### src/hdl/bdc_pkg.sv
`timescale 1ns / 1ps
// ----------------------------------------------------------------------------
// bdc_pkg: shared types and constants of the BCD date/time converter
// Request and response words, the split-count field bundle, the reciprocal
// constants used for division by fixed divisors, and BCD helper functions.
// ----------------------------------------------------------------------------
package bdc_pkg;

	// request codes
	localparam logic [1:0] REQ_UNIX        = 2'd0;
	localparam logic [1:0] REQ_PACKED      = 2'd1;
	localparam logic [1:0] REQ_FROM_PACKED = 2'd2;

	localparam logic [16:0] SEC_PER_DAY    = 17'd86400;
	localparam logic [11:0] SEC_PER_HOUR   = 12'd3600;
	localparam logic [5:0]  SEC_PER_MIN    = 6'd60;
	localparam logic [8:0]  DAYS_PER_YEAR  = 9'd372;
	localparam logic [4:0]  DAYS_PER_MONTH = 5'd31;
	localparam logic [8:0]  DAYS_PER_CYEAR = 9'd365;

	// Rounded-up reciprocals: n * R >> k equals n / d exactly while n * d < 2**k.
	// days  = (count >> 7) / 675, n < 2**25, k = 35
	localparam logic [25:0] DAY_RECIP   = 26'(((64'd1 << 35) + 64'd674) / 64'd675);
	// years = (days >> 2) / 93, n < 2**14, k = 21
	localparam logic [14:0] YEAR_RECIP  = 15'(((1 << 21) + 92) / 93);
	// hours = (tod >> 4) / 225, n < 2**13, k = 21
	localparam logic [13:0] HOUR_RECIP  = 14'(((1 << 21) + 224) / 225);
	// month = days_in_year / 31, n < 2**9, k = 14
	localparam logic [9:0]  MONTH_RECIP = 10'(((1 << 14) + 30) / 31);
	// minutes = (sec_in_hour >> 2) / 15, n < 2**10, k = 14
	localparam logic [10:0] MIN_RECIP   = 11'(((1 << 14) + 14) / 15);
	// tens = v / 10, n < 2**7, k = 11
	localparam logic [7:0]  TENS_RECIP  = 8'(((1 << 11) + 9) / 10);

	typedef struct packed {
		logic [1:0]  req_type;
		logic [31:0] date_word;
		logic [31:0] time_word;
		logic [31:0] packed_in;
	} req_t;

	typedef struct packed {
		logic [31:0] seconds_out;
		logic [31:0] date_out;
		logic [31:0] time_out;
		logic        fields_ok;
	} rsp_t;

	typedef struct packed {
		logic [6:0] year;
		logic [3:0] month;
		logic [4:0] day;
		logic [4:0] hour;
		logic [5:0] minute;
		logic [5:0] second;
		logic       year_ok;
	} split_t;

	function automatic logic [7:0] bcd_decode(input logic [7:0] b);
		logic [7:0] hi;
		hi = {4'b0, b[7:4]};
		return 8'((hi << 3) + (hi << 1) + {4'b0, b[3:0]});
	endfunction

	function automatic logic [7:0] bcd_encode(input logic [6:0] v);
		logic [14:0] p;
		logic [3:0]  tens;
		logic [6:0]  t7;
		logic [6:0]  ones;
		p    = 15'(v) * 15'(TENS_RECIP);
		tens = p[14:11];
		t7   = {3'b0, tens};
		ones = v - 7'((t7 << 3) + (t7 << 1));
		return {tens, ones[3:0]};
	endfunction

	// days of the months before the given one, non-leap year
	function automatic logic [8:0] cum_days(input logic [3:0] mo);
		logic [8:0] d;
		unique case (mo)
			4'd2:    d = 9'd31;
			4'd3:    d = 9'd59;
			4'd4:    d = 9'd90;
			4'd5:    d = 9'd120;
			4'd6:    d = 9'd151;
			4'd7:    d = 9'd181;
			4'd8:    d = 9'd212;
			4'd9:    d = 9'd243;
			4'd10:   d = 9'd273;
			4'd11:   d = 9'd304;
			4'd12:   d = 9'd334;
			default: d = 9'd0;
		endcase
		return d;
	endfunction

endpackage

### src/hdl/bdc_count_split.sv
`timescale 1ns / 1ps
// ----------------------------------------------------------------------------
// bdc_count_split: packed count to calendar fields
// Six-stage divider chain by fixed divisors (day, year, hour, month, minute),
// each quotient from a rounded-up reciprocal product, each remainder from a
// multiply and subtract in the following stage. Advances every cycle.
// ----------------------------------------------------------------------------
module bdc_count_split import bdc_pkg::*; (
	input  logic        clk,
	input  logic [31:0] packed_in,
	output split_t      split
);

	// stage 1: whole days
	logic [50:0] day_prod;
	logic [31:0] pk_s1;
	logic [15:0] days_s1;

	assign day_prod = 51'(packed_in[31:7]) * 51'(DAY_RECIP);

	always_ff @(posedge clk) begin
		pk_s1   <= packed_in;
		days_s1 <= day_prod[50:35];
	end

	// stage 2: time of day and years
	logic [31:0] day_sec;
	logic [28:0] year_prod;
	logic [16:0] tod_s2;
	logic [7:0]  yr_s2;
	logic [15:0] days_s2;

	assign day_sec   = 32'(days_s1) * 32'(SEC_PER_DAY);
	assign year_prod = 29'(days_s1[15:2]) * 29'(YEAR_RECIP);

	always_ff @(posedge clk) begin
		tod_s2  <= 17'(pk_s1 - day_sec);
		yr_s2   <= year_prod[28:21];
		days_s2 <= days_s1;
	end

	// stage 3: hours and days within the year
	logic [26:0] hour_prod;
	logic [15:0] year_days;
	logic [16:0] tod_s3;
	logic [4:0]  hr_s3;
	logic [8:0]  rdays_s3;
	logic [7:0]  yr_s3;

	assign hour_prod = 27'(tod_s2[16:4]) * 27'(HOUR_RECIP);
	assign year_days = 16'(yr_s2) * 16'(DAYS_PER_YEAR);

	always_ff @(posedge clk) begin
		tod_s3   <= tod_s2;
		hr_s3    <= hour_prod[25:21];
		rdays_s3 <= 9'(days_s2 - year_days);
		yr_s3    <= yr_s2;
	end

	// stage 4: seconds within the hour and month
	logic [16:0] hour_sec;
	logic [18:0] month_prod;
	logic [11:0] mstod_s4;
	logic [3:0]  mo0_s4;
	logic [8:0]  rdays_s4;
	logic [4:0]  hr_s4;
	logic [7:0]  yr_s4;

	assign hour_sec   = 17'(hr_s3) * 17'(SEC_PER_HOUR);
	assign month_prod = 19'(rdays_s3) * 19'(MONTH_RECIP);

	always_ff @(posedge clk) begin
		mstod_s4 <= 12'(tod_s3 - hour_sec);
		mo0_s4   <= month_prod[17:14];
		rdays_s4 <= rdays_s3;
		hr_s4    <= hr_s3;
		yr_s4    <= yr_s3;
	end

	// stage 5: minutes and day of month
	logic [20:0] min_prod;
	logic [8:0]  month_days;
	logic [11:0] mstod_s5;
	logic [5:0]  mi_s5;
	logic [4:0]  dy0_s5;
	logic [3:0]  mo0_s5;
	logic [4:0]  hr_s5;
	logic [7:0]  yr_s5;

	assign min_prod   = 21'(mstod_s4[11:2]) * 21'(MIN_RECIP);
	assign month_days = 9'(mo0_s4) * 9'(DAYS_PER_MONTH);

	always_ff @(posedge clk) begin
		mstod_s5 <= mstod_s4;
		mi_s5    <= min_prod[19:14];
		dy0_s5   <= 5'(rdays_s4 - month_days);
		mo0_s5   <= mo0_s4;
		hr_s5    <= hr_s4;
		yr_s5    <= yr_s4;
	end

	// stage 6: seconds, one-based day and month, two-digit year
	logic [11:0] min_sec;
	split_t      split_s6;

	assign min_sec = 12'(mi_s5) * 12'(SEC_PER_MIN);

	always_ff @(posedge clk) begin
		split_s6.second  <= 6'(mstod_s5 - min_sec);
		split_s6.minute  <= mi_s5;
		split_s6.hour    <= hr_s5;
		split_s6.day     <= dy0_s5 + 5'd1;
		split_s6.month   <= mo0_s5 + 4'd1;
		split_s6.year_ok <= (yr_s5 <= 8'd99);
		split_s6.year    <= (yr_s5 >= 8'd100) ? 7'(yr_s5 - 8'd100) : yr_s5[6:0];
	end

	assign split = split_s6;

endmodule

### src/hdl/bcd_datetime_converter_unit.sv
`timescale 1ns / 1ps
// ----------------------------------------------------------------------------
// bcd_datetime_converter_unit: BCD RTC words to and from seconds counts
// Converts BCD date/time words to Unix seconds or a 31-day-month packed
// count, or splits a packed count back into BCD date/time words.
// ----------------------------------------------------------------------------
// A request is taken whenever start is high; busy stays low because the
// seven-stage pipeline never holds. Each response appears with done high for
// exactly one cycle, in request order, one per cycle at full rate. The
// pipeline depth is set by the divider chain of the count split (six stages)
// plus the BCD encode and output register. The receiver cannot stall, so
// done is never held off.
// ----------------------------------------------------------------------------
module bcd_datetime_converter_unit import bdc_pkg::*; (
	input  logic clk,
	input  logic arst_n,
	input  logic start,
	input  req_t req,
	output logic busy,
	output logic done,
	output rsp_t rsp
);

	typedef struct packed {
		logic [1:0]  mode;
		logic [31:0] dw;
		logic [31:0] tw;
		logic        good;
	} ctx_t;

	logic   accept;
	logic   valid_s1, valid_s2, valid_s3, valid_s4, valid_s5, valid_s6, valid_s7;
	ctx_t   ctx_s1, ctx_s2, ctx_s3, ctx_s4, ctx_s5, ctx_s6;
	split_t split;
	rsp_t   rsp_s7;

	// pipeline always advances
	assign busy   = 1'b0;
	assign accept = start && !busy;

	always_ff @(posedge clk or negedge arst_n) begin
		if (!arst_n) begin
			valid_s1 <= 1'b0;
			valid_s2 <= 1'b0;
			valid_s3 <= 1'b0;
			valid_s4 <= 1'b0;
			valid_s5 <= 1'b0;
			valid_s6 <= 1'b0;
			valid_s7 <= 1'b0;
		end else begin
			valid_s1 <= accept;
			valid_s2 <= valid_s1;
			valid_s3 <= valid_s2;
			valid_s4 <= valid_s3;
			valid_s5 <= valid_s4;
			valid_s6 <= valid_s5;
			valid_s7 <= valid_s6;
		end
	end

	bdc_count_split u_split (
		.clk       (clk),
		.packed_in (req.packed_in),
		.split     (split)
	);

	// stage 1: BCD decode and range check
	logic [7:0] yr_d, mo_d, dy_d, hr_d, mi_d, sc_d;
	logic [7:0] yr_s1, mo_s1, dy_s1, hr_s1, mi_s1, sc_s1;
	logic       good_d;

	always_comb begin
		yr_d   = bcd_decode(req.date_word[31:24]);
		mo_d   = bcd_decode(req.date_word[23:16]);
		dy_d   = bcd_decode(req.date_word[15:8]);
		hr_d   = bcd_decode(req.time_word[31:24]);
		mi_d   = bcd_decode(req.time_word[23:16]);
		sc_d   = bcd_decode(req.time_word[15:8]);
		good_d = (yr_d <= 8'd99) && (mo_d >= 8'd1) && (mo_d <= 8'd12) &&
		         (dy_d >= 8'd1) && (dy_d <= 8'd31) && (hr_d <= 8'd23) &&
		         (mi_d <= 8'd59) && (sc_d <= 8'd59);
	end

	always_ff @(posedge clk) begin
		ctx_s1.mode <= req.req_type;
		ctx_s1.dw   <= req.date_word;
		ctx_s1.tw   <= req.time_word;
		ctx_s1.good <= good_d;
		yr_s1       <= yr_d;
		mo_s1       <= mo_d;
		dy_s1       <= dy_d;
		hr_s1       <= hr_d;
		mi_s1       <= mi_d;
		sc_s1       <= sc_d;
	end

	// stage 2: year days, days within the year, time of day
	logic [15:0] yr16, yrdays_d;
	logic [8:0]  mddays_d;
	logic        leap;
	logic [15:0] yrdays_s2;
	logic [8:0]  mddays_s2;
	logic [16:0] tod_s2;

	always_comb begin
		yr16 = 16'(yr_s1[6:0]);
		leap = (yr_s1[1:0] == 2'd0) && (mo_s1 > 8'd2);
		if (ctx_s1.mode == REQ_UNIX) begin
			// 2000 + yr - 1970 whole years, leap days from (y - 1969) / 4
			yrdays_d = 16'((yr16 + 16'd30) * 16'(DAYS_PER_CYEAR)) +
			           16'((yr16 + 16'd31) >> 2);
			mddays_d = cum_days(mo_s1[3:0]) + 9'(leap) + 9'(dy_s1[4:0]) - 9'd1;
		end else begin
			yrdays_d = 16'(yr16 * 16'(DAYS_PER_YEAR));
			mddays_d = 9'((9'(mo_s1[3:0]) - 9'd1) * 9'(DAYS_PER_MONTH)) +
			           9'(dy_s1[4:0]) - 9'd1;
		end
	end

	always_ff @(posedge clk) begin
		ctx_s2    <= ctx_s1;
		yrdays_s2 <= yrdays_d;
		mddays_s2 <= mddays_d;
		tod_s2    <= 17'(17'(hr_s1[4:0]) * 17'(SEC_PER_HOUR)) +
		             17'(17'(mi_s1[5:0]) * 17'(SEC_PER_MIN)) + 17'(sc_s1[5:0]);
	end

	// stage 3: total days
	logic [15:0] days_s3;
	logic [16:0] tod_s3;

	always_ff @(posedge clk) begin
		ctx_s3  <= ctx_s2;
		days_s3 <= yrdays_s2 + 16'(mddays_s2);
		tod_s3  <= tod_s2;
	end

	// stage 4: seconds count, wraps at 32 bits
	logic [31:0] sec_s4, sec_s5, sec_s6;

	always_ff @(posedge clk) begin
		ctx_s4 <= ctx_s3;
		sec_s4 <= 32'(32'(days_s3) * 32'(SEC_PER_DAY)) + 32'(tod_s3);
	end

	// stages 5 and 6: hold while the count split finishes
	always_ff @(posedge clk) begin
		ctx_s5 <= ctx_s4;
		sec_s5 <= sec_s4;
		ctx_s6 <= ctx_s5;
		sec_s6 <= sec_s5;
	end

	// stage 7: BCD encode and select by request code
	rsp_t rsp_d;

	always_comb begin
		rsp_d.seconds_out = 32'd0;
		rsp_d.date_out    = ctx_s6.dw;
		rsp_d.time_out    = ctx_s6.tw;
		rsp_d.fields_ok   = 1'b0;
		unique case (ctx_s6.mode)
			REQ_UNIX, REQ_PACKED: begin
				rsp_d.seconds_out = ctx_s6.good ? sec_s6 : 32'd0;
				rsp_d.fields_ok   = ctx_s6.good;
			end
			REQ_FROM_PACKED: begin
				rsp_d.date_out  = {bcd_encode(split.year),
				                   bcd_encode(7'(split.month)),
				                   bcd_encode(7'(split.day)),
				                   ctx_s6.dw[7:0]};
				rsp_d.time_out  = {bcd_encode(7'(split.hour)),
				                   bcd_encode(7'(split.minute)),
				                   bcd_encode(7'(split.second)),
				                   ctx_s6.tw[7:0]};
				rsp_d.fields_ok = split.year_ok;
			end
			default: begin
			end
		endcase
	end

	always_ff @(posedge clk) begin
		rsp_s7 <= rsp_d;
	end

	assign done = valid_s7;
	assign rsp  = rsp_s7;

	// a response always traces back to an earlier accepted request
	a_done_has_request: assert property (@(posedge clk) disable iff (!arst_n)
		done |-> $past(accept, 7))
		else $error("response without a matching request");

	// spare bytes pass through in every mode
	a_spare_bytes: assert property (@(posedge clk) disable iff (!arst_n)
		done |-> (rsp.date_out[7:0] == $past(req.date_word[7:0], 7)) &&
		         (rsp.time_out[7:0] == $past(req.time_word[7:0], 7)))
		else $error("weekday or spare byte lost in the pipeline");

	// a failed check always gives a zero count
	a_bad_is_zero: assert property (@(posedge clk) disable iff (!arst_n)
		(done && !rsp.fields_ok) |-> (rsp.seconds_out == 32'd0))
		else $error("nonzero count with fields flagged bad");

	// count split never reports a count
	a_split_no_count: assert property (@(posedge clk) disable iff (!arst_n)
		(done && ($past(req.req_type, 7) == REQ_FROM_PACKED)) |->
		(rsp.seconds_out == 32'd0))
		else $error("count split produced a seconds value");

endmodule

### config.mk
export PLATFORM = sky130hd
export DESIGN_NAME = bcd_datetime_converter_unit
export DESIGN_NICKNAME = d
export VERILOG_FILES = /design/src/hdl/bdc_pkg.sv /design/src/hdl/bdc_count_split.sv /design/src/hdl/bcd_datetime_converter_unit.sv
export SDC_FILE = /design/constraint.sdc
export NUM_CORES = 2
export LEC_CHECK = 0
export BUFFER_PORTS_ARGS = -buffer_cell sky130_fd_sc_hd__buf_4
export CAP_MARGIN = 10
export CORE_MARGIN = 1
export CORE_UTILIZATION = 60
export CTS_BUF_LIST = sky130_fd_sc_hd__clkbuf_16
export DETAILED_ROUTE_END_ITERATION = 12
export HOLD_SLACK_MARGIN = 0.02
export PLACE_DENSITY = 0.8
export SYNTH_ARGS = -nofsm -noshare
export SYNTH_HDL_FRONTEND = slang
export SYNTH_HIERARCHICAL = 1
export SYNTH_SLANG_ARGS = --single-unit
### constraint.sdc
create_clock -name clk -period 5.49 [get_ports clk]
set_input_delay 0 -clock clk [delete_from_list [all_inputs] [get_ports clk]]
set_output_delay 0 -clock clk [all_outputs]
set_load 0.005 [all_outputs]
; ---- Word-level counts from Yosys, hierarchy flattened
; Memories as Yosys holds them, arrays and structs flattened. A register that Yosys moved wholly into a read port is not among the register bits.
; Cells that the tools add are included.
[totals]
elab_cells = 179
input_bits = 101
ff_bits = 917
output_inout_bits = 99
rom_bits = 144
memories = 1
[classes]
eq_ne = 2
n_addsub = 45
mux = 6
reduce_logical = 13
magnitude_cmp = 11
n_mul = 22
[memory_table]
columns = memory, depth, word_bits, rd, rd_ports_with_merged_regs, wr, line_no
row1 = (name not given), 16, 9, 1, 1, 0, bdc_pkg.sv:80  ; unique case (mo)
[op_table]
columns = operator, n
row1 = $mux 64, 1
row2 = $mul 25x26->51 const B, 1
row3 = $add 7x5->8, 6
row4 = $add 8x4->8, 6
row5 = $mul 5x8->13 const B, 3
row6 = $add 32x17->32, 1
row7 = $mul 14x15->29 const B, 1
row8 = $mul 6x8->14 const B, 2
row9 = $mul 13x14->26 const B, 1
row10 = $mul 16x10->25 const B, 1
row11 = $sub 4x4->4, 6
row12 = $mul 10x11->20 const B, 1
row13 = $add 9x5->9, 2
row14 = $mul 9x10->18 const B, 1
row15 = $mux 9, 2
row16 = $sub 9x1->9 const B, 2
row17 = $add 17x12->17, 1
row18 = $add 17x6->17, 1
row19 = $sub 17x17->17, 1
row20 = $add 16x6->16, 1
row21 = $add 16x9->16, 1
row22 = $add 7x5->8 const B, 2
row23 = $ge 8x1->1 const B, 2
row24 = $le 8x5->1 const B, 2
row25 = 37 further kinds, 51

; ---- Longest topological paths before layout
[depth]
ltp_word = 10
mapped_depth = 25
depth_no_buf = 25

; ---- Cells and area by module
; The synthesis kept the hierarchy.
[by_module_without_submodules]
columns = mod, instances, cells_each, seq_area_each_um2, area_per_inst_um2
row1 = bcd_datetime_converter_unit, 1, 2564, 14288.7, 29757.3
row2 = bdc_count_split, 1, 2266, 4063.9, 23281.1

; ---- Worst setup path after synthesis
; No wires, ideal clock.
[synth_timing]
path_type = input to register
startpoint = input req[20] in the netlist's numbering
endpoint = register u_split.days_s1[13]
path_stages = 20
slack_ns = 0.134
setup_ns = 0.119
path_buffers = 0
arrival_ns = 5.237
cell_sequence = fa_1 > inv_1 > fa_1 > inv_1 > ha_1 > fa_1 > fa_1 > fa_1 > inv_1 > fa_1 > inv_1 > ha_1 > and4_1 > nand4_2 > or4_4 > a211oi_2 > nor3_2 > o211ai_2 > o21ai_1 > xnor2_1
[synth_via]
elab_chain_cells = 1
[synth_rtl]
columns = item, line_no
row1 = start: declaration, bcd_datetime_converter_unit.sv:18  ; input req_t req,
row2 = $mul 25x26->51, bdc_count_split.sv:19  ; assign day_prod = 51'(packed_in[31:7]) * 51'(DAY_RECIP);
row3 = net u_split.day_prod[48], bdc_count_split.sv:15  ; logic [50:0] day_prod;
row4 = end signal: assignment, bdc_count_split.sv:23  ; days_s1 <= day_prod[50:35];
row5 = end: declaration, bdc_count_split.sv:17  ; logic [15:0] days_s1;
; The timed path passes the listed nets, and every way through them passes these cells.
; A chain may end at the register's enable or synchronous reset.

; ---- Worst setup path after layout
[layout_timing]
startpoint = input req[11] in the netlist's numbering
endpoint = register u_split.days_s1[13]
; The elaborated chain is that of the path after synthesis.

==> impl_metrics.py <==
metrics = {
    "clock_network": {
        "cts_tree": "done",
        "numCtsBuffers": 88,
        "worst_setup_hold_path_clk_slew_ns": 0.07,
        "root_buffer": "clkbuf_16",
        "clock_sink_count": 915,
        "ctsLongestPathBuffers": 3,
        "htree_levels": 3,
        "clk-insertion-delay-late_ns": 0.70,
    },
    "yosys": {
        "synth.distinct_cells": 90,
        "syn_area_mm2": 0.0530,
        "yosysSeqAreaShare": 0.346,
        "synth_edf_count": 0,
        "yosysTopAreaCellShare": 0.343,
        "synthCells": 4830,
        "yosys-top-cells-area": "dfxtp_1 (34%), ha_1 (26%), fa_1 (15%)",
        "yosys-top-cells-count": "ha_1 (1118), inv_1 (979), dfxtp_1 (908)",
        "synth_largest_area_cell": "dfxtp_1",
        "synth_warnings": 6,
        "syn_area_per_cell_um2": 11.0,
        "synth-main-ff-cell": "dfxtp_1",
        "ys_async_sr_fraction": 0.00765,
        "ys_ff_latch": 915,
        "synth.most_common_cell": "ha_1",
        "syn_nets": 6450,
    },
    "detailed_routing": {
        "drt_wl_total_mm": 125,
        "dr.pass1.iters": 5,
        "drc": 0,
        "drtIter0Drc": 1578,
        "wl_per_cell_um": 18.9,
        "ant_nets": 0,
        "viasPerCell": 5.28,
        "vias": 34700,
    },
    "global_route": {
        "antenna_found_initial": 12,
        "grt_pass1_vias": 37100,
        "grt_max_degree": 62,
        "grtUsageTotal": 0.278,
        "grt_pass1_wl_mm": 196,
        "overflow": 0,
    },
    "final_layout": {
        "final_nets": 6959,
        "drive_gt1_frac": 0.0953,
        "synthToLayoutAreaGrowth_pct": 15.7,
        "fin_area_mm2": 0.0614,
    },
    "floorplan": {
        "die-area_mm2": 0.0896,
        "core_mm2": 0.0872,
        "core.rowCount": 108,
        "boundaryPins": 200,
        "initial_utilization": 0.609,
        "die_w_um": 299,
        "fp.dieH_um": 299,
    },
    "timing": {
        "timing.slew.headroom": 0.342,
        "hold_viol": 0,
        "finalSetupViolCount": 0,
        "worst_slew_pin_slew_ns": 0.984,
        "fin_crit_sh": 0.973,
        "min_period_ns": 5.34,
        "maxSlewViolCount": 0,
        "rsz0062_at_grt": "false",
        "timing.fmax_mhz": 187,
        "finClkSkew_ns": 0.0821,
    },
    "setup_path": {
        "critical_path.max_fanout": 5,
        "cp-endpoint": "u_split/days_s1[13]",
        "cp-end-kind": "flop",
        "rr_endpoint": "u_split/yr_s2[7]",
        "worstPathRequired_ns": 6.01,
        "crit_start": "req[11]",
        "r2r-start": "u_split/days_s1[13]",
        "r2r_setup_slack_ns": 0.30,
        "cp-start-kind": "input port",
        "arrival_ns": 5.86,
        "r2r_cells": 18,
        "crit_type": "in -> reg",
    },
    "run_status": {
        "status": "completed",
    },
    "place": {
        "dp_hpwl_mm": 86.1,
        "dpl-instance-area_mm2": 0.0567,
        "place.gp.congestion": 0.936,
        "numPortBuffers": 198,
    },
    "job": {
        "drv_cap": 0,
    },
    "min_path": {
        "hold_class": "in -> reg",
    },
}
[through the flow]
stage               utilization  std cells  TNS (ns)  worst slack (ns)  hold slack (ns)
finish                    0.704       6576         0             0.149           0.0126
global route              0.704       6575         0           0.00451           0.0203
CTS                       0.701       6561         0            0.0191           0.0206
detailed placement        0.651       6268     -2.75            -0.362           -0.184
global placement          0.651       6268     -1.91            -0.287           -0.188
floorplan                     -       4830         0             0.134           -0.296
[cells by family after synthesis]
kind of cell,count (synthesis),share of synthesized area
buffers and inverters,1007,0.0715
and+or+nand+nor,510,0.0478
DFF,915,0.346
AOI/OAI and AO/OA,570,0.0683
other,1,0.0000707
adders and majority gates,1519,0.415
muxes,11,0.00219
xor gates and xnor gates,297,0.0490
[placed cells by master, fill, tap and decap left out, types with 7 or more instances in the layout]
cell | Yosys | routed
ha_1 | 1118 | 1113
inv_1 | 979 | 997
dfxtp_1 | 908 | 906
fa_1 | 401 | 400
buf_4 | 2 | 312
xnor2_1 | 214 | 214
a21oi_1 | 169 | 164
nand2_1 | 158 | 158
o21ai_0 | 143 | 139
dlygate4sd3_1 | 0 | 133
nor2_1 | 102 | 101
clkbuf_16 | 0 | 88
xor2_1 | 83 | 82
a21o_1 | 69 | 69
and2_1 | 58 | 58
nand3_1 | 43 | 42
o21bai_1 | 32 | 32
nor2b_1 | 28 | 27
nor3_1 | 25 | 24
a31oi_1 | 23 | 23
nand4_1 | 17 | 17
o211ai_1 | 16 | 16
nand2b_1 | 16 | 15
a211oi_1 | 15 | 15
o21a_1 | 13 | 13
bufinv_16 | 0 | 13
or2_2 | 12 | 12
o21ai_1 | 8 | 11
clkinv_2 | 0 | 11
clkinv_1 | 0 | 11
a21boi_0 | 9 | 9
or3_1 | 8 | 8
clkinvlp_4 | 0 | 8
diode_2 | 0 | 7
a41o_1 | 7 | 7
dfrtp_1 | 7 | 7
[layout make-up]
type | instances | area [um2]
timing repair buffer | 447 | 3700
tap | 1155 | 1450
clock inverter | 77 | 903
multi-input combinational | 2908 | 31100
clock buffer | 88 | 2200
inverter | 979 | 3670
sequential | 915 | 18400
fill | 5965 | 25800
antenna | 7 | 17.5
[worst min-delay path by stage]
stage	startpoint	slack, ns	cells past startpoint	to
after floorplan	arst_n	-0.30	0	done
after global placement	arst_n	-0.19	1	done
after detailed placement	arst_n	-0.18	1	done
after CTS	req[43]	0.02	2	ctx_s1[12]
after global routing	req[54]	0.02	2	ctx_s1[23]
final	req[62]	0.01	2	ctx_s1[31]
[worst max-delay path, stage by stage]
cell           delay, ns
dlygate4sd3_1       0.53
buf_4               0.17
fa_1                0.54
inv_1               0.05
fa_1                0.48
inv_1               0.05
ha_1                0.28
fa_1                0.50
inv_1               0.05
fa_1                0.46
fa_1                0.48
fa_1                0.52
inv_1               0.07
ha_4                0.28
nand2_1             0.10
or4_4               0.57
a211oi_4            0.25
nor3_4              0.11
o211ai_2            0.16
o21ai_2             0.08
xnor2_1             0.13
[state kept, by name (all words and copies together) (netlist names), 32 cells and up, named ones only]
signal         flops
ctx_s6            66
ctx_s5            66
ctx_s3            66
sec_s5            32
ctx_s1            61
ctx_s2            66
sec_s6            32
rsp               97
u_split/split     34
ctx_s4            66
sec_s4            32
[metal layers]
layer	GRT usage	wire (um)
met2	0.481	60000
met1	0.339	51600
met5	0	44
met4	0.132	6630
met3	0.0456	6290
[what timing repair did]
action	in CTS	in global routing
setup buffers	0	2
endpoints found under the setup margin	0	16
endpoints found under the hold margin	124	6
resized for setup	0	32
hold buffers	128	6
Power is left out: the tool's default activity adds up to more than one toggle a clock period on the data nets, which glitch-free logic cannot reach.
